<file path="config.mk">
export PLATFORM = sky130hd
export DESIGN_NAME = lag_power_bad_lag_classifier_top_flat
export DESIGN_NICKNAME = d
export VERILOG_FILES = /design/src/hw/rtl/lpc_pkg.sv /design/src/hw/rtl/lpc_if.sv /design/src/hw/rtl/lpc_cfg_regs.sv /design/src/hw/rtl/lpc_front.sv /design/src/hw/rtl/lpc_classify.sv /design/src/hw/rtl/lpc_out_queue.sv /design/src/hw/rtl/lag_power_bad_lag_classifier_top.sv /design/src/flat_wrapper.sv
export SDC_FILE = /design/constraint.sdc
export NUM_CORES = 2
export LEC_CHECK = 0
export BUFFER_PORTS_ARGS = -buffer_cell sky130_fd_sc_hd__buf_2
export CORE_MARGIN = 4
export CORE_UTILIZATION = 50
export DETAILED_ROUTE_END_ITERATION = 6
export PLACE_DENSITY = 0.68
export SLEW_MARGIN = 20
export SYNTH_ARGS = -nofsm -noshare
export SYNTH_HDL_FRONTEND = slang
export SYNTH_SLANG_ARGS = --single-unit
</file>
<file path="constraint.sdc">
create_clock -name i_clk -period 9.02 [get_ports i_clk]
set_input_delay 0.902 -clock i_clk [delete_from_list [all_inputs] [get_ports i_clk]]
set_output_delay 0.902 -clock i_clk [all_outputs]
set_load 0.02 [all_outputs]
</file>
<file path="src/hw/rtl/lpc_pkg.sv">
// Shared constants, payload types and the bound helper of the lag power classifier.
// Used by the channel interfaces and by every classifier module.
package lpc_pkg;

    localparam int MAX_LAGS   = 64;
    localparam int LAG_W      = $clog2(MAX_LAGS);
    localparam int P_W        = 32;
    localparam int CODE_W     = 4;
    localparam int INV_W      = 17;
    localparam int BOUND_W    = 34;
    localparam int GC_W       = 8;
    localparam int CFG_IDX_W  = 2;
    localparam int CFG_DATA_W = 32;
    localparam int PROD_W     = P_W + INV_W;

    localparam int OQ_DEPTH   = 4;
    localparam int OQ_PTR_W   = $clog2(OQ_DEPTH);
    localparam int OQ_CNT_W   = $clog2(OQ_DEPTH + 1);

    localparam logic [INV_W-1:0] INV_AVG_RST = 17'd65536;
    localparam logic [INV_W-1:0] INV_TWO_RST = 17'd46341;

    localparam logic [CFG_IDX_W-1:0] CFG_NOISE   = 2'd0;
    localparam logic [CFG_IDX_W-1:0] CFG_INV_AVG = 2'd1;
    localparam logic [CFG_IDX_W-1:0] CFG_INV_TWO = 2'd2;

    localparam logic [CODE_W-1:0] CODE_GOOD       = 4'd0;
    localparam logic [CODE_W-1:0] CODE_LOW        = 4'd3;
    localparam logic [CODE_W-1:0] CODE_HIGH       = 4'd5;
    localparam logic [CODE_W-1:0] CODE_AFTER_LOWS = 4'd7;

    typedef struct packed {
        logic [P_W-1:0]   noise_level;
        logic [INV_W-1:0] inv_sqrt_averages;
        logic [INV_W-1:0] inv_sqrt_two_averages;
    } t_cfg;

    typedef struct packed {
        logic [P_W-1:0]    power;
        logic [CODE_W-1:0] preset_code;
        logic              last;
        logic [LAG_W-1:0]  idx;
    } t_lag;

    typedef struct packed {
        logic [P_W-1:0]    power;
        logic [CODE_W-1:0] preset_code;
        logic              last;
        logic [LAG_W-1:0]  idx;
        logic [P_W-1:0]    floor;
        logic [P_W-1:0]    offset;
    } t_stage;

    typedef struct packed {
        logic [LAG_W-1:0]       lag_index;
        logic [CODE_W-1:0]      code;
        logic                   revise_valid;
        logic [LAG_W-1:0]       revise_lag;
        logic signed [GC_W-1:0] good_count;
        logic                   last;
    } t_result;

    typedef struct packed {
        logic    a_valid;
        t_result a;
        logic    b_valid;
        t_result b;
    } t_push;

    // 2*noise + power + offset tops out below 2^34, so no clamp is needed
    function automatic logic [BOUND_W-1:0] make_bound(input logic [P_W-1:0] noise,
                                                      input logic [P_W-1:0] power,
                                                      input logic [P_W-1:0] offset);
        return {1'b0, noise, 1'b0} + {2'b00, power} + {2'b00, offset};
    endfunction

endpackage

</file>
<file path="src/hw/rtl/lpc_if.sv">
// Valid/ready channel interfaces: lag requests in, results out, register writes.
// Depends on lpc_pkg for field widths.
interface lpc_lag_if;
    import lpc_pkg::*;
    logic              valid;
    logic              ready;
    logic [P_W-1:0]    power;
    logic [CODE_W-1:0] preset_code;
    logic              last_lag;
    modport source (output valid, power, preset_code, last_lag, input ready);
    modport sink   (input valid, power, preset_code, last_lag, output ready);
endinterface

interface lpc_res_if;
    import lpc_pkg::*;
    logic                   valid;
    logic                   ready;
    logic [LAG_W-1:0]       lag_index;
    logic [CODE_W-1:0]      code;
    logic                   revise_valid;
    logic [LAG_W-1:0]       revise_lag;
    logic signed [GC_W-1:0] good_count;
    logic                   last;
    modport source (output valid, lag_index, code, revise_valid, revise_lag, good_count, last,
                    input ready);
    modport sink   (input valid, lag_index, code, revise_valid, revise_lag, good_count, last,
                    output ready);
endinterface

interface lpc_cfg_if;
    import lpc_pkg::*;
    logic                  valid;
    logic                  ready;
    logic [CFG_IDX_W-1:0]  index;
    logic [CFG_DATA_W-1:0] data;
    modport source (output valid, index, data, input ready);
    modport sink   (input valid, index, data, output ready);
endinterface

</file>
<file path="src/hw/rtl/lpc_cfg_regs.sv">
// Configuration registers: noise level and the two Q1.16 reciprocal roots.
// Depends on lpc_pkg and lpc_cfg_if.
module lpc_cfg_regs (
    input  logic          i_clk,
    input  logic          i_rst_n,
    lpc_cfg_if.sink       i_cfg,
    output lpc_pkg::t_cfg o_cfg
);
    import lpc_pkg::*;

    t_cfg r_cfg;

    assign i_cfg.ready = 1'b1;
    assign o_cfg       = r_cfg;

    always_ff @(posedge i_clk) begin
        if (!i_rst_n) begin
            r_cfg.noise_level           <= '0;
            r_cfg.inv_sqrt_averages     <= INV_AVG_RST;
            r_cfg.inv_sqrt_two_averages <= INV_TWO_RST;
        end else if (i_cfg.valid) begin
            case (i_cfg.index)
                CFG_NOISE:   r_cfg.noise_level           <= i_cfg.data;
                CFG_INV_AVG: r_cfg.inv_sqrt_averages     <= i_cfg.data[INV_W-1:0];
                CFG_INV_TWO: r_cfg.inv_sqrt_two_averages <= i_cfg.data[INV_W-1:0];
                default: ;
            endcase
        end
    end

endmodule

</file>
<file path="src/hw/rtl/lpc_front.sv">
// Input side: lag counter, input register and the reference product stage.
// Depends on lpc_pkg and lpc_lag_if.
module lpc_front (
    input  logic            i_clk,
    input  logic            i_rst_n,
    lpc_lag_if.sink         i_lag,
    input  lpc_pkg::t_cfg   i_cfg,
    input  logic            i_take,
    output logic            o_stage_v,
    output lpc_pkg::t_stage o_stage
);
    import lpc_pkg::*;

    logic [LAG_W-1:0] r_lag_cnt;
    logic [LAG_W-1:0] n_lag_cnt;
    logic             r_s1_v;
    logic             r_s2_v;
    t_lag             r_s1;
    t_stage           r_s2;
    logic             accept;
    logic             adv1;
    logic             is_last;
    logic [PROD_W-1:0] prod_avg;
    logic [PROD_W-1:0] prod_two;
    logic [P_W-1:0]   floor_sat;
    logic [P_W-1:0]   offset_sat;

    assign adv1        = r_s1_v && (!r_s2_v || i_take);
    assign i_lag.ready = !r_s1_v || adv1;
    assign accept      = i_lag.valid && i_lag.ready;
    assign is_last     = i_lag.last_lag || (r_lag_cnt == LAG_W'(MAX_LAGS - 1));
    assign n_lag_cnt   = is_last ? '0 : r_lag_cnt + 1'b1;

    // products are only used for the reference lag, but cost nothing to form always
    assign prod_avg   = {{INV_W{1'b0}}, r_s1.power} * {{P_W{1'b0}}, i_cfg.inv_sqrt_averages};
    assign prod_two   = {{INV_W{1'b0}}, r_s1.power} *
                        {{P_W{1'b0}}, i_cfg.inv_sqrt_two_averages};
    assign floor_sat  = prod_avg[PROD_W-1] ? '1 : prod_avg[PROD_W-2:16];
    assign offset_sat = prod_two[PROD_W-1] ? '1 : prod_two[PROD_W-2:16];

    assign o_stage_v = r_s2_v;
    assign o_stage   = r_s2;

    always_ff @(posedge i_clk) begin
        if (!i_rst_n) begin
            r_lag_cnt <= '0;
            r_s1_v    <= 1'b0;
            r_s2_v    <= 1'b0;
        end else begin
            if (accept) begin
                r_lag_cnt <= n_lag_cnt;
            end
            if (accept) begin
                r_s1_v <= 1'b1;
            end else if (adv1) begin
                r_s1_v <= 1'b0;
            end
            if (adv1) begin
                r_s2_v <= 1'b1;
            end else if (i_take) begin
                r_s2_v <= 1'b0;
            end
        end
    end

    always_ff @(posedge i_clk) begin
        if (accept) begin
            r_s1.power       <= i_lag.power;
            r_s1.preset_code <= i_lag.preset_code;
            r_s1.last        <= is_last;
            r_s1.idx         <= r_lag_cnt;
        end
        if (adv1) begin
            r_s2.power       <= r_s1.power;
            r_s2.preset_code <= r_s1.preset_code;
            r_s2.last        <= r_s1.last;
            r_s2.idx         <= r_s1.idx;
            r_s2.floor       <= floor_sat;
            r_s2.offset      <= offset_sat;
        end
    end

endmodule

</file>
<file path="src/hw/rtl/lpc_classify.sv">
// Classification state and logic: holds one lag until its successor arrives.
// Depends on lpc_pkg; feeds up to two results per lag into the output queue.
module lpc_classify (
    input  logic            i_clk,
    input  logic            i_rst_n,
    input  lpc_pkg::t_cfg   i_cfg,
    input  logic            i_stage_v,
    input  lpc_pkg::t_stage i_stage,
    input  logic            i_room,
    output logic            o_take,
    output lpc_pkg::t_push  o_push
);
    import lpc_pkg::*;

    logic [P_W-1:0]     r_floor;
    logic [P_W-1:0]     r_offset;
    logic [BOUND_W-1:0] r_bnow;
    logic [BOUND_W-1:0] r_bbef;
    logic [1:0]         r_flags;
    logic [LAG_W-1:0]   r_pgi;
    logic [GC_W-1:0]    r_tally;
    logic               r_held_v;
    logic [P_W-1:0]     r_held_p;
    logic [CODE_W-1:0]  r_held_code;
    logic [LAG_W-1:0]   r_held_idx;
    logic [BOUND_W-1:0] r_held_bound;

    logic               fire;
    logic               idx0;
    logic [P_W-1:0]     eff_floor;
    logic [P_W-1:0]     eff_offset;
    logic [BOUND_W-1:0] bound_p;
    logic [CODE_W-1:0]  h_code;
    logic               h_rev;
    logic [1:0]         n_flags;
    logic [BOUND_W-1:0] n_bnow;
    logic [BOUND_W-1:0] n_bbef;
    logic [GC_W-1:0]    n_tally;
    logic [LAG_W-1:0]   n_pgi;
    logic [CODE_W-1:0]  x_code;
    logic [GC_W-1:0]    x_tally;

    assign fire   = i_stage_v && i_room;
    assign o_take = fire;

    always_comb begin
        idx0       = (i_stage.idx == '0);
        eff_floor  = idx0 ? i_stage.floor : r_floor;
        eff_offset = idx0 ? i_stage.offset : r_offset;
        bound_p    = make_bound(i_cfg.noise_level, i_stage.power, eff_offset);

        // held lag, with the incoming lag as its successor
        h_code  = r_held_code;
        h_rev   = 1'b0;
        n_flags = r_flags;
        n_bnow  = r_bnow;
        n_bbef  = r_bbef;
        n_tally = r_tally;
        n_pgi   = r_pgi;
        if (r_held_v && r_held_code == CODE_GOOD) begin
            if (r_flags[1]) begin
                h_code = CODE_AFTER_LOWS;
            end else if (r_held_p <= r_floor) begin
                h_code  = CODE_LOW;
                n_flags = {r_flags[0], 1'b1};
            end else begin
                n_flags = '0;
                if ({2'b00, r_held_p} > r_bnow) begin
                    h_code = CODE_HIGH;
                    // spike: lag sits between the two bounds and the next one falls back
                    if ({2'b00, r_held_p} < r_bbef && {2'b00, i_stage.power} > r_bnow &&
                        i_stage.power < r_held_p) begin
                        h_rev  = 1'b1;
                        h_code = CODE_GOOD;
                    end
                end
                n_bbef = r_bnow;
                n_bnow = r_held_bound;
            end
            if (h_code == CODE_GOOD) begin
                n_pgi = r_held_idx;
                if (!h_rev) begin
                    n_tally = r_tally + 1'b1;
                end
            end
        end

        // final lag of a set, classified right away with no successor
        x_code = i_stage.preset_code;
        if (i_stage.preset_code == CODE_GOOD) begin
            if (n_flags[1]) begin
                x_code = CODE_AFTER_LOWS;
            end else if (i_stage.power <= eff_floor) begin
                x_code = CODE_LOW;
            end else if (!idx0 && {2'b00, i_stage.power} > n_bnow) begin
                x_code = CODE_HIGH;
            end
        end
        x_tally = (x_code == CODE_GOOD) ? n_tally + 1'b1 : n_tally;
    end

    always_comb begin
        o_push.a_valid        = fire && r_held_v;
        o_push.a.lag_index    = r_held_idx;
        o_push.a.code         = h_code;
        o_push.a.revise_valid = h_rev;
        o_push.a.revise_lag   = h_rev ? r_pgi : '0;
        o_push.a.good_count   = $signed(n_tally);
        o_push.a.last         = 1'b0;
        o_push.b_valid        = fire && i_stage.last;
        o_push.b.lag_index    = i_stage.idx;
        o_push.b.code         = x_code;
        o_push.b.revise_valid = 1'b0;
        o_push.b.revise_lag   = '0;
        o_push.b.good_count   = $signed(x_tally);
        o_push.b.last         = 1'b1;
    end

    always_ff @(posedge i_clk) begin
        if (!i_rst_n) begin
            r_floor  <= '0;
            r_offset <= '0;
            r_bnow   <= '0;
            r_bbef   <= '0;
            r_flags  <= '0;
            r_pgi    <= '0;
            r_tally  <= '0;
            r_held_v <= 1'b0;
        end else if (fire) begin
            if (i_stage.last) begin
                // set done: drop everything for the next one
                r_floor  <= '0;
                r_offset <= '0;
                r_bnow   <= '0;
                r_bbef   <= '0;
                r_flags  <= '0;
                r_pgi    <= '0;
                r_tally  <= '0;
                r_held_v <= 1'b0;
            end else begin
                r_held_v <= 1'b1;
                r_flags  <= n_flags;
                r_pgi    <= n_pgi;
                r_tally  <= n_tally;
                if (idx0) begin
                    r_floor  <= i_stage.floor;
                    r_offset <= i_stage.offset;
                    r_bnow   <= bound_p;
                    r_bbef   <= bound_p;
                end else begin
                    r_bnow <= n_bnow;
                    r_bbef <= n_bbef;
                end
            end
        end
    end

    always_ff @(posedge i_clk) begin
        if (fire && !i_stage.last) begin
            r_held_p     <= i_stage.power;
            r_held_code  <= i_stage.preset_code;
            r_held_idx   <= i_stage.idx;
            r_held_bound <= bound_p;
        end
    end

`ifndef SYNTHESIS
    a_no_held_at_ref: assert property (@(posedge i_clk) disable iff (!i_rst_n)
        fire |-> !(r_held_v && i_stage.idx == '0))
        else $error("held lag present when a reference lag arrives");

    a_clear_after_last: assert property (@(posedge i_clk) disable iff (!i_rst_n)
        fire && i_stage.last |=> !r_held_v && r_tally == '0 && r_flags == '0)
        else $error("set state not cleared after final lag");

    a_rescue_is_good: assert property (@(posedge i_clk) disable iff (!i_rst_n)
        o_push.a_valid && o_push.a.revise_valid |-> o_push.a.code == CODE_GOOD)
        else $error("revision issued on a lag not rescued to good");
`endif

endmodule

</file>
<file path="src/hw/rtl/lpc_out_queue.sv">
// Result queue: takes up to two results a cycle, drives the result channel.
// Depends on lpc_pkg and lpc_res_if.
module lpc_out_queue (
    input  logic           i_clk,
    input  logic           i_rst_n,
    input  lpc_pkg::t_push i_push,
    output logic           o_room,
    lpc_res_if.source      o_res
);
    import lpc_pkg::*;

    t_result              r_mem [OQ_DEPTH];
    logic [OQ_PTR_W-1:0]  r_wr_ptr;
    logic [OQ_PTR_W-1:0]  r_rd_ptr;
    logic [OQ_CNT_W-1:0]  r_count;
    logic [OQ_PTR_W-1:0]  b_ptr;
    logic                 pop;
    logic [OQ_CNT_W-1:0]  n_count;
    t_result              head;

    assign o_room = (r_count <= OQ_CNT_W'(OQ_DEPTH - 2));
    assign pop    = o_res.valid && o_res.ready;
    assign b_ptr  = r_wr_ptr + OQ_PTR_W'(i_push.a_valid);
    assign n_count = r_count + OQ_CNT_W'(i_push.a_valid) + OQ_CNT_W'(i_push.b_valid)
                     - OQ_CNT_W'(pop);

    assign head               = r_mem[r_rd_ptr];
    assign o_res.valid        = (r_count != '0);
    assign o_res.lag_index    = head.lag_index;
    assign o_res.code         = head.code;
    assign o_res.revise_valid = head.revise_valid;
    assign o_res.revise_lag   = head.revise_lag;
    assign o_res.good_count   = head.good_count;
    assign o_res.last         = head.last;

    always_ff @(posedge i_clk) begin
        if (!i_rst_n) begin
            r_wr_ptr <= '0;
            r_rd_ptr <= '0;
            r_count  <= '0;
        end else begin
            r_wr_ptr <= r_wr_ptr + OQ_PTR_W'(i_push.a_valid) + OQ_PTR_W'(i_push.b_valid);
            if (pop) begin
                r_rd_ptr <= r_rd_ptr + 1'b1;
            end
            r_count <= n_count;
        end
    end

    // held lag's result goes first, the final lag's right behind it
    always_ff @(posedge i_clk) begin
        if (i_push.a_valid) begin
            r_mem[r_wr_ptr] <= i_push.a;
        end
        if (i_push.b_valid) begin
            r_mem[b_ptr] <= i_push.b;
        end
    end

`ifndef SYNTHESIS
    a_count_bound: assert property (@(posedge i_clk) disable iff (!i_rst_n)
        r_count <= OQ_CNT_W'(OQ_DEPTH))
        else $error("result queue overflow");

    a_ptr_count: assert property (@(posedge i_clk) disable iff (!i_rst_n)
        OQ_PTR_W'(r_wr_ptr - r_rd_ptr) == r_count[OQ_PTR_W-1:0])
        else $error("queue pointers disagree with count");

    a_push_room: assert property (@(posedge i_clk) disable iff (!i_rst_n)
        (i_push.a_valid || i_push.b_valid) |-> r_count <= OQ_CNT_W'(OQ_DEPTH - 2))
        else $error("results pushed without room for two");
`endif

endmodule

</file>
<file path="src/hw/rtl/lag_power_bad_lag_classifier_top.sv">
// Top level of the bad-lag classifier: config registers, front stage,
// classifier and result queue. Depends on lpc_pkg, lpc_if and all lpc_* modules.
//
//  port   dir   role     fields
//  i_lag  in    sink     power, preset_code, last_lag
//  o_res  out   source   lag_index, code, revise_valid, revise_lag, good_count, last
//  i_cfg  in    sink     index, data (0 noise, 1 inv_sqrt_avg, 2 inv_sqrt_two_avg)
//
// One lag request per cycle, sustained while o_res accepts results. A lag passes the
// input and product registers, is classified once its successor reaches the classifier,
// so its result trails by one request; the final lag adds its own result in the same
// cycle. The four-entry result queue gives the classifier a slot only when two are free.
// Synchronous reset clears all set state and restores the register defaults; no sweep.
// Stalls on o_res fill the queue and then back up to i_lag.ready.
module lag_power_bad_lag_classifier_top (
    input  logic       i_clk,
    input  logic       i_rst_n,
    lpc_lag_if.sink    i_lag,
    lpc_cfg_if.sink    i_cfg,
    lpc_res_if.source  o_res
);
    import lpc_pkg::*;

    t_cfg   cfg;
    t_stage stage;
    t_push  push;
    logic   stage_v;
    logic   take;
    logic   room;

    lpc_cfg_regs u_cfg (
        .i_clk   (i_clk),
        .i_rst_n (i_rst_n),
        .i_cfg   (i_cfg),
        .o_cfg   (cfg)
    );

    lpc_front u_front (
        .i_clk     (i_clk),
        .i_rst_n   (i_rst_n),
        .i_lag     (i_lag),
        .i_cfg     (cfg),
        .i_take    (take),
        .o_stage_v (stage_v),
        .o_stage   (stage)
    );

    lpc_classify u_classify (
        .i_clk     (i_clk),
        .i_rst_n   (i_rst_n),
        .i_cfg     (cfg),
        .i_stage_v (stage_v),
        .i_stage   (stage),
        .i_room    (room),
        .o_take    (take),
        .o_push    (push)
    );

    lpc_out_queue u_queue (
        .i_clk   (i_clk),
        .i_rst_n (i_rst_n),
        .i_push  (push),
        .o_room  (room),
        .o_res   (o_res)
    );

endmodule
</file>
<file path="src/flat_wrapper.sv">
// flat-port wrapper written by rule: the top's interface ports become plain ports
module lag_power_bad_lag_classifier_top_flat import lpc_pkg::*;
  (i_clk, i_rst_n, i_lag_valid, i_lag_power, i_lag_preset_code, i_lag_last_lag, i_lag_ready, i_cfg_valid, i_cfg_index, i_cfg_data, i_cfg_ready, o_res_valid, o_res_lag_index, o_res_code, o_res_revise_valid, o_res_revise_lag, o_res_good_count, o_res_last, o_res_ready);
  lpc_lag_if i_lag_i ();
  lpc_cfg_if i_cfg_i ();
  lpc_res_if o_res_i ();
  input  logic i_clk;
  input  logic i_rst_n;
  input wire logic [$bits(i_lag_i.valid)-1:0] i_lag_valid;
  input wire logic [$bits(i_lag_i.power)-1:0] i_lag_power;
  input wire logic [$bits(i_lag_i.preset_code)-1:0] i_lag_preset_code;
  input wire logic [$bits(i_lag_i.last_lag)-1:0] i_lag_last_lag;
  output wire logic [$bits(i_lag_i.ready)-1:0] i_lag_ready;
  input wire logic [$bits(i_cfg_i.valid)-1:0] i_cfg_valid;
  input wire logic [$bits(i_cfg_i.index)-1:0] i_cfg_index;
  input wire logic [$bits(i_cfg_i.data)-1:0] i_cfg_data;
  output wire logic [$bits(i_cfg_i.ready)-1:0] i_cfg_ready;
  output wire logic [$bits(o_res_i.valid)-1:0] o_res_valid;
  output wire logic [$bits(o_res_i.lag_index)-1:0] o_res_lag_index;
  output wire logic [$bits(o_res_i.code)-1:0] o_res_code;
  output wire logic [$bits(o_res_i.revise_valid)-1:0] o_res_revise_valid;
  output wire logic [$bits(o_res_i.revise_lag)-1:0] o_res_revise_lag;
  output wire logic [$bits(o_res_i.good_count)-1:0] o_res_good_count;
  output wire logic [$bits(o_res_i.last)-1:0] o_res_last;
  input wire logic [$bits(o_res_i.ready)-1:0] o_res_ready;
  assign i_lag_i.valid = i_lag_valid;
  assign i_lag_i.power = i_lag_power;
  assign i_lag_i.preset_code = i_lag_preset_code;
  assign i_lag_i.last_lag = i_lag_last_lag;
  assign i_lag_ready = i_lag_i.ready;
  assign i_cfg_i.valid = i_cfg_valid;
  assign i_cfg_i.index = i_cfg_index;
  assign i_cfg_i.data = i_cfg_data;
  assign i_cfg_ready = i_cfg_i.ready;
  assign o_res_valid = o_res_i.valid;
  assign o_res_lag_index = o_res_i.lag_index;
  assign o_res_code = o_res_i.code;
  assign o_res_revise_valid = o_res_i.revise_valid;
  assign o_res_revise_lag = o_res_i.revise_lag;
  assign o_res_good_count = o_res_i.good_count;
  assign o_res_last = o_res_i.last;
  assign o_res_i.ready = o_res_ready;
  lag_power_bad_lag_classifier_top u_core (.i_clk(i_clk), .i_rst_n(i_rst_n), .i_lag(i_lag_i), .i_cfg(i_cfg_i), .o_res(o_res_i));
endmodule
</file>
======== After elaboration in Yosys (flattened, before gate mapping) ========
Memories as Yosys holds them, arrays and structs flattened. A register that Yosys moved wholly into a read port is not among the register bits.
Cells that the tools add are included.
storage, ports and cells
  bits in registers ....................... 456
  latch bits .............................. 0
  memory bits (writable) .................. 104
  memory bits (read-only) ................. 0
  bits of input ports ..................... 76
  logic and storage cells ................. 151
  memories ................................ 1
operators by class
  add/sub/neg operators ................... 11
  multipliers ............................. 2
  div/mod/pow operators ................... 0
  $lt $le $gt $ge ......................... 8
  equal/unequal tests ..................... 6
  shifts and indexed selects .............. 0
  multiplexer cells ....................... 55
  bitwise gates (word level) .............. 0
  reductions and logical operators ........ 36
memory list
  memory                depth  bits a word  read ports  clocked after memory_dff  wr ports  RTL line             text
  u_core.u_queue.r_mem  4      26           1           1                         2         lpc_out_queue.sv:12  t_result r_mem [OQ_DEPTH];
operator list
  kind                                                           number
  34-bit two-way mux                                             10
  32-bit two-way mux                                             4
  32-bit by 34-bit greater-than comparator with 1-bit output     3
  32-bit by 17-bit multiplier with 49-bit output                 2
  32-bit less-or-equal comparator                                2
  8-bit two-way mux                                              5
  4-bit two-way mux                                              9
  33-bit by 32-bit adder with 34-bit output                      1
  34-bit by 32-bit adder with 34-bit output                      1
  32-bit by 34-bit less-than comparator with 1-bit output        1
  32-bit less-than comparator                                    1
  6-bit two-way mux                                              5
  8-bit by 1-bit adder with 8-bit output, second input constant  2
  4-bit zero test                                                4
  1-bit two-way mux                                              15
  2-bit two-way mux                                              6
  1-bit logical AND                                              11
  2-bit nonzero test                                             4
  3-bit by 1-bit adder with 3-bit output                         2
  6-bit by 1-bit adder with 6-bit output, second input constant  1
  6-bit equality test, second input constant                     1
  6-bit zero test                                                1
  2-bit AND reduction                                            3
  3-bit AND reduction                                            2
  15 further kinds                                               22

======== Logic depth before layout (Yosys ltp) ========
  depth in word-level cells ............... 13
  gate-level depth with buffers ........... 27
  mapped depth without buffers ............ 25

======== Hierarchy ========
From an unflattened synthesis, not the netlist that was laid out.
unflattened totals
  cells, all modules ...................... 6626
  area, all modules ....................... 64131.5 µm²
by module, submodules not included
  module         times used  cells an instance  area an instance (µm²)  sequential area each (µm²)
  lpc_front      1           4136               38583.3                 4664.5
  lpc_classify   1           1935               17254.0                 5265.0
  lpc_out_queue  1           299                5680.4                  3303.2
  lpc_cfg_regs   1           256                2613.8                  1321.3

======== Worst setup path before layout ========
No wires, ideal clock.
  path kind ............................... register -> register
  start ................................... register u_core.u_front.r_s1[24] in the netlist's numbering
  end ..................................... register u_core.u_front.r_s2, in the netlist u_core.u_front.o_stage[51], data pin
  library setup time ...................... 258 ps
  data arrival time ....................... 6445 ps
  slack ................................... 2317 ps
  stages on the path, launching flop included .. 28
  buffers on the path ..................... 3
  cells stage by stage .................... edfxtp_1 > clkbuf_1 > clkbuf_1 > nand2_1 > fa_1 > inv_1 > fa_1 > inv_1 > fa_1 > inv_1 > fa_1 > inv_1 > fa_1 > inv_1 > fa_1 > ha_1 > a21o_1 > a21o_1 > a211oi_2 > nor4_2 > o21ai_2 > a211oi_2 > o311a_1 > o21ai_4 > o221ai_2 > xnor2_2 > buf_2 > nand2_1
on the way
  longest elaborated chain between the ends .. 1
RTL lines
  what                                            RTL line         text
  from (decl)                                     lpc_front.sv:18  t_lag r_s1;
  32-bit by 17-bit multiplier with 49-bit output  lpc_front.sv:35  assign prod_avg = {{INV_W{1'b0}}, r_s1.power} * {{P_W{1'b0}}, i_cfg.inv_sqrt_averages};
  to (decl)                                       lpc_front.sv:19  t_stage r_s2;
Every way passes these cells.
A chain may end at the register's enable or synchronous reset.

======== Worst setup path in the final report ========
  start ................................... register u_core.u_cfg.r_cfg, in the netlist u_core.u_cfg.o_cfg[2]
  end ..................................... register u_core.u_front.r_s2, in the netlist u_core.u_front.o_stage[8], data pin
on the way
  longest elaborated chain between the ends .. 1
RTL lines
  what                                            RTL line            text
  from (decl)                                     lpc_cfg_regs.sv:11  t_cfg r_cfg;
  32-bit by 17-bit multiplier with 49-bit output  lpc_front.sv:36     assign prod_two = {{INV_W{1'b0}}, r_s1.power} *
Every way passes these cells.

==> results_dict.tcl <==
set metrics [dict create \
    cp.arrival_ps 8470 \
    yosysTopAreaCell "fa_1" \
    fillers 11102 \
    seq_area_frac_synth 0.228 \
    grt_pass1_wl_um 273000 \
    area_growth_pct 7.36 \
    detail-route-antenna-nets 0 \
    cts_tree "yes" \
    place_congestion 0.924 \
    antenna_found_initial 7 \
    swShare 0.429 \
    internal-power_mw 8.57 \
    ir_drop_mv 0.364 \
    postCtsHoldBufs 0 \
    r2r-end "u_core.u_front.o_stage[8]" \
    post_cts_buffers 0 \
    slowest_delay_ps 1090 \
    drtIter0Drc 4020 \
    place_area_um2 64700 \
    cts_buffers 68 \
    cts_buffer_depth 3 \
    end_kind "register" \
    slowest_stage "dfxtp_1" \
    clock_sinks 562 \
    hold_slack_ps 417 \
    wirelength_um 172000 \
    htree_levels 3 \
    synth.avg_cell_area_um2 9.36 \
    combPwrFrac 0.567 \
    finalSetupViolations 0 \
    p_leak_nw 29.5 \
    synth.area.top_cells "fa_1 (30%), edfxtp_1 (14%), ha_1 (10%)" \
    layoutNonFillerInstCount 8308 \
    grt_util_all_layers 0.267 \
    path_buf_inv 5 \
    io_buffers 103 \
    power.density_nw_per_um2 224 \
    finalMaxSlewViolations 0 \
    layout-drive-gt1-share 0.0630 \
    rsz0062_at_grt "false" \
    yosysTopAreaCellShare 0.297 \
    dieArea_um2 131000 \
    r2r_slack_ps 920 \
    reg2regPathDepth 24 \
    setup_tns_ps 0 \
    clk_latency_ps 650 \
    p_sw_mw 6.45 \
    relSlewSlack 0.184 \
    reg2reg_from "u_core.u_cfg.o_cfg[2]" \
    hold_depth 0 \
    dp_slack_ps 936 \
    post-route-min-period_ps 8100 \
    worst_path_dominant_cell_family "adder cells" \
    fin_crit_sh 0.898 \
    fin_skew_ps 39.3 \
    ys.flop_type "edfxtp_1" \
    drc_errors 0 \
    syn-cell-area_um2 62500 \
    max_freq_ghz 0.123 \
    wl_per_cell_um 20.8 \
    hp-start "u_core.u_front.r_s1[0]" \
    cts-root-buf "clkbuf_16" \
    seqPwrFrac 0.241 \
    routed_via_density 5.61 \
    required_ps 9390 \
    synth_cell_type_count 96 \
    drt_pre_antenna_iters 6 \
    grt_max_degree 103 \
    layout.nets 8122 \
    ctsResizeCount 0 \
    start_util 0.504 \
    std_cell_rows 129 \
    crit_path_frequent_cell "fa_1" \
    fin_area_um2 67100 \
    crit_type "reg -> reg" \
    synthCells 6674 \
    cap_violations 0 \
    postLayoutSetupSlackWorst_ps 920 \
    hold_viol 0 \
    synth_edf_count 298 \
    hp-class "reg -> reg" \
    fin_util 0.541 \
    synthArstFlopShare 0 \
    min_to "u_core.u_front.o_stage[64]" \
    critPathLaunchType "register" \
    p_total_mw 15.0 \
    post-place-cells 8179 \
    gr-total-overflow 0 \
    status "finished clean" \
    core_um2 124000 \
    worstMarginPinSlew_ps 1220 \
    crit_chain "buf_4 -> nand2_1 -> fa_1 -> inv_1 -> fa_1 -> inv_1 -> fa_1 -> fa_1 -> fa_1 -> inv_1 -> fa_1 -> ha_1 -> a21o_1 -> a21o_1 -> a221oi_1 -> o21ai_0 -> nor2_1 -> a21oi_2 -> a41oi_2 -> o21a_1 -> o21ai_1 -> xnor2_2 -> buf_12 -> o21ai_0" \
    vias 46617 \
    dieWidth_um 361 \
    grt_pass1_vias 48686 \
    syn_nets 8182 \
    pin_count 105 \
    die_h_um 361 \
    synth_seq_cells 562 \
    p_clk_frac 0.192 \
    cp_max_fo 22 \
    yosys_warnings 0 \
    clk_pin_slew_ps 60 \
    dp_hpwl_um 133000 \
]
-- metal layers --
| layer | GRT usage | part of all wire |
|---|---|---|
| met1 | 0.358 | 0.41 |
| met2 | 0.434 | 0.46 |
| met3 | 0.0538 | 0.091 |
| met4 | 0.0912 | 0.038 |
| met5 | 0 | 0.00023 |
-- area by class of cell --
| type | count | area [um2] | share of cell area |
|---|---|---|---|
| multi-input cells | 4565 | 42400 | 0.633 |
| flip-flops and latches | 562 | 14200 | 0.212 |
| clock buffers | 86 | 1870 | 0.0279 |
| repair buffers | 219 | 1470 | 0.0219 |
| diodes | 3 | 7.51 | 0.000112 |
| well taps | 1637 | 2050 | 0.0305 |
| clock inverters | 38 | 488 | 0.00728 |
| inverters | 1198 | 4500 | 0.0671 |
-- power by group through the flow --
stage	sequential, mW	combinational (mW)	clock (mW)
after floorplan	3.41	6.56	0
after global placement	3.67	8.31	0
after detailed placement	3.67	8.47	0
after CTS	3.61	8.54	2.94
after global routing	3.64	9.70	3.04
final	3.63	8.52	2.88
-- cell usage after synthesis (all sizes together), types with 10 or more instances --
master / count
a2111oi: 10
a211oi: 22
a21boi: 65
a21o: 86
a21oi: 232
a22o: 43
a22oi: 20
a31oi: 10
and2: 341
and3: 21
buf: 32
clkbuf: 317
dfxtp: 264
edfxtp: 298
fa: 928
ha: 504
inv: 1197
mux2i: 100
mux4: 26
nand2: 1254
nand2b: 23
nand3: 75
nand4: 56
nor2: 143
nor2b: 37
nor3: 34
nor4: 16
o211ai: 17
o21a: 29
o21ai: 176
o21bai: 13
o22ai: 56
xnor2: 67
xor2: 42
-- how the worst max path moves through the flow --
stage / endpoint / slack (ps) / cells after the start / startpoint
after CTS: u_core.u_front.o_stage[52] / 930 / 23 / u_core.u_cfg.o_cfg[20]
after global routing: u_core.u_front.o_stage[8] / 570 / 24 / u_core.u_cfg.o_cfg[2]
after detailed placement: u_core.u_front.o_stage[35] / 940 / 23 / u_core.u_cfg.o_cfg[19]
after floorplan: u_core.u_front.o_stage[51] / 2320 / 27 / u_core.u_front.r_s1[24]
after global placement: u_core.u_front.o_stage[35] / 1030 / 24 / u_core.u_front.r_s1[17]
final: u_core.u_front.o_stage[8] / 920 / 24 / u_core.u_cfg.o_cfg[2]
-- flip-flops by register name (all words and copies together) (netlist names), named ones only --
register / flops
u_core.u_classify.r_tally: 8
u_core.u_front.r_s1: 43
u_core.u_queue.r_wr_ptr: 2
u_core.u_classify.r_floor: 32
u_core.u_front.r_lag_cnt: 6
u_core.u_cfg.o_cfg: 66
u_core.u_classify.r_bbef: 34
u_core.u_classify.r_held_p: 32
u_core.u_queue.r_mem: 104
u_core.u_classify.r_held_bound: 34
u_core.u_classify.r_held_code: 4
u_core.u_classify.r_flags: 2
u_core.u_classify.r_offset: 32
u_core.u_classify.r_pgi: 6
u_core.u_classify.r_bnow: 34
u_core.u_front.o_stage_v: 1
u_core.u_front.r_s1_v: 1
u_core.u_classify.r_held_idx: 6
u_core.u_classify.r_held_v: 1
u_core.u_queue.r_rd_ptr: 2
u_core.u_front.o_stage: 107
u_core.u_queue.r_count: 3
-- cell families (layout without fill, tap and decap cells) --
group | Yosys count | count (layout) | share of synthesized area
buffers and inverters | 1547 | 1541 | 0.0938
other | 1 | 4 | 0.0000600
flip-flops | 562 | 562 | 0.228
XOR/XNOR | 109 | 109 | 0.0158
multiplexers | 130 | 130 | 0.0261
AO/OA/AOI/OAI | 858 | 858 | 0.0903
AND/OR/NAND/NOR | 2035 | 2035 | 0.148
adder cells (fa/ha/maj) | 1432 | 1432 | 0.398
-- layout by cell type, fill, tap and decap left out, drive strengths merged, types with 10 or more instances in the layout --
cell type  count
nand2b        23
mux2i        100
a211oi        22
edfxtp       298
a21boi        65
xnor2         67
nand3         75
nand4         56
and2         341
clkbuf        86
nand2       1254
fa           928
o211ai        17
nor2b         37
and3          21
o21a          29
ha           504
nor2         143
o22ai         56
a2111oi       10
buf          219
clkinv        24
a22o          43
a21o          86
nor3          34
a21oi        232
dfxtp        264
o21ai        176
a22oi         20
mux4          26
a31oi         10
o21bai        13
nor4          16
xor2          42
inv         1203
Note: power is estimated with default switching activity, not from simulation.
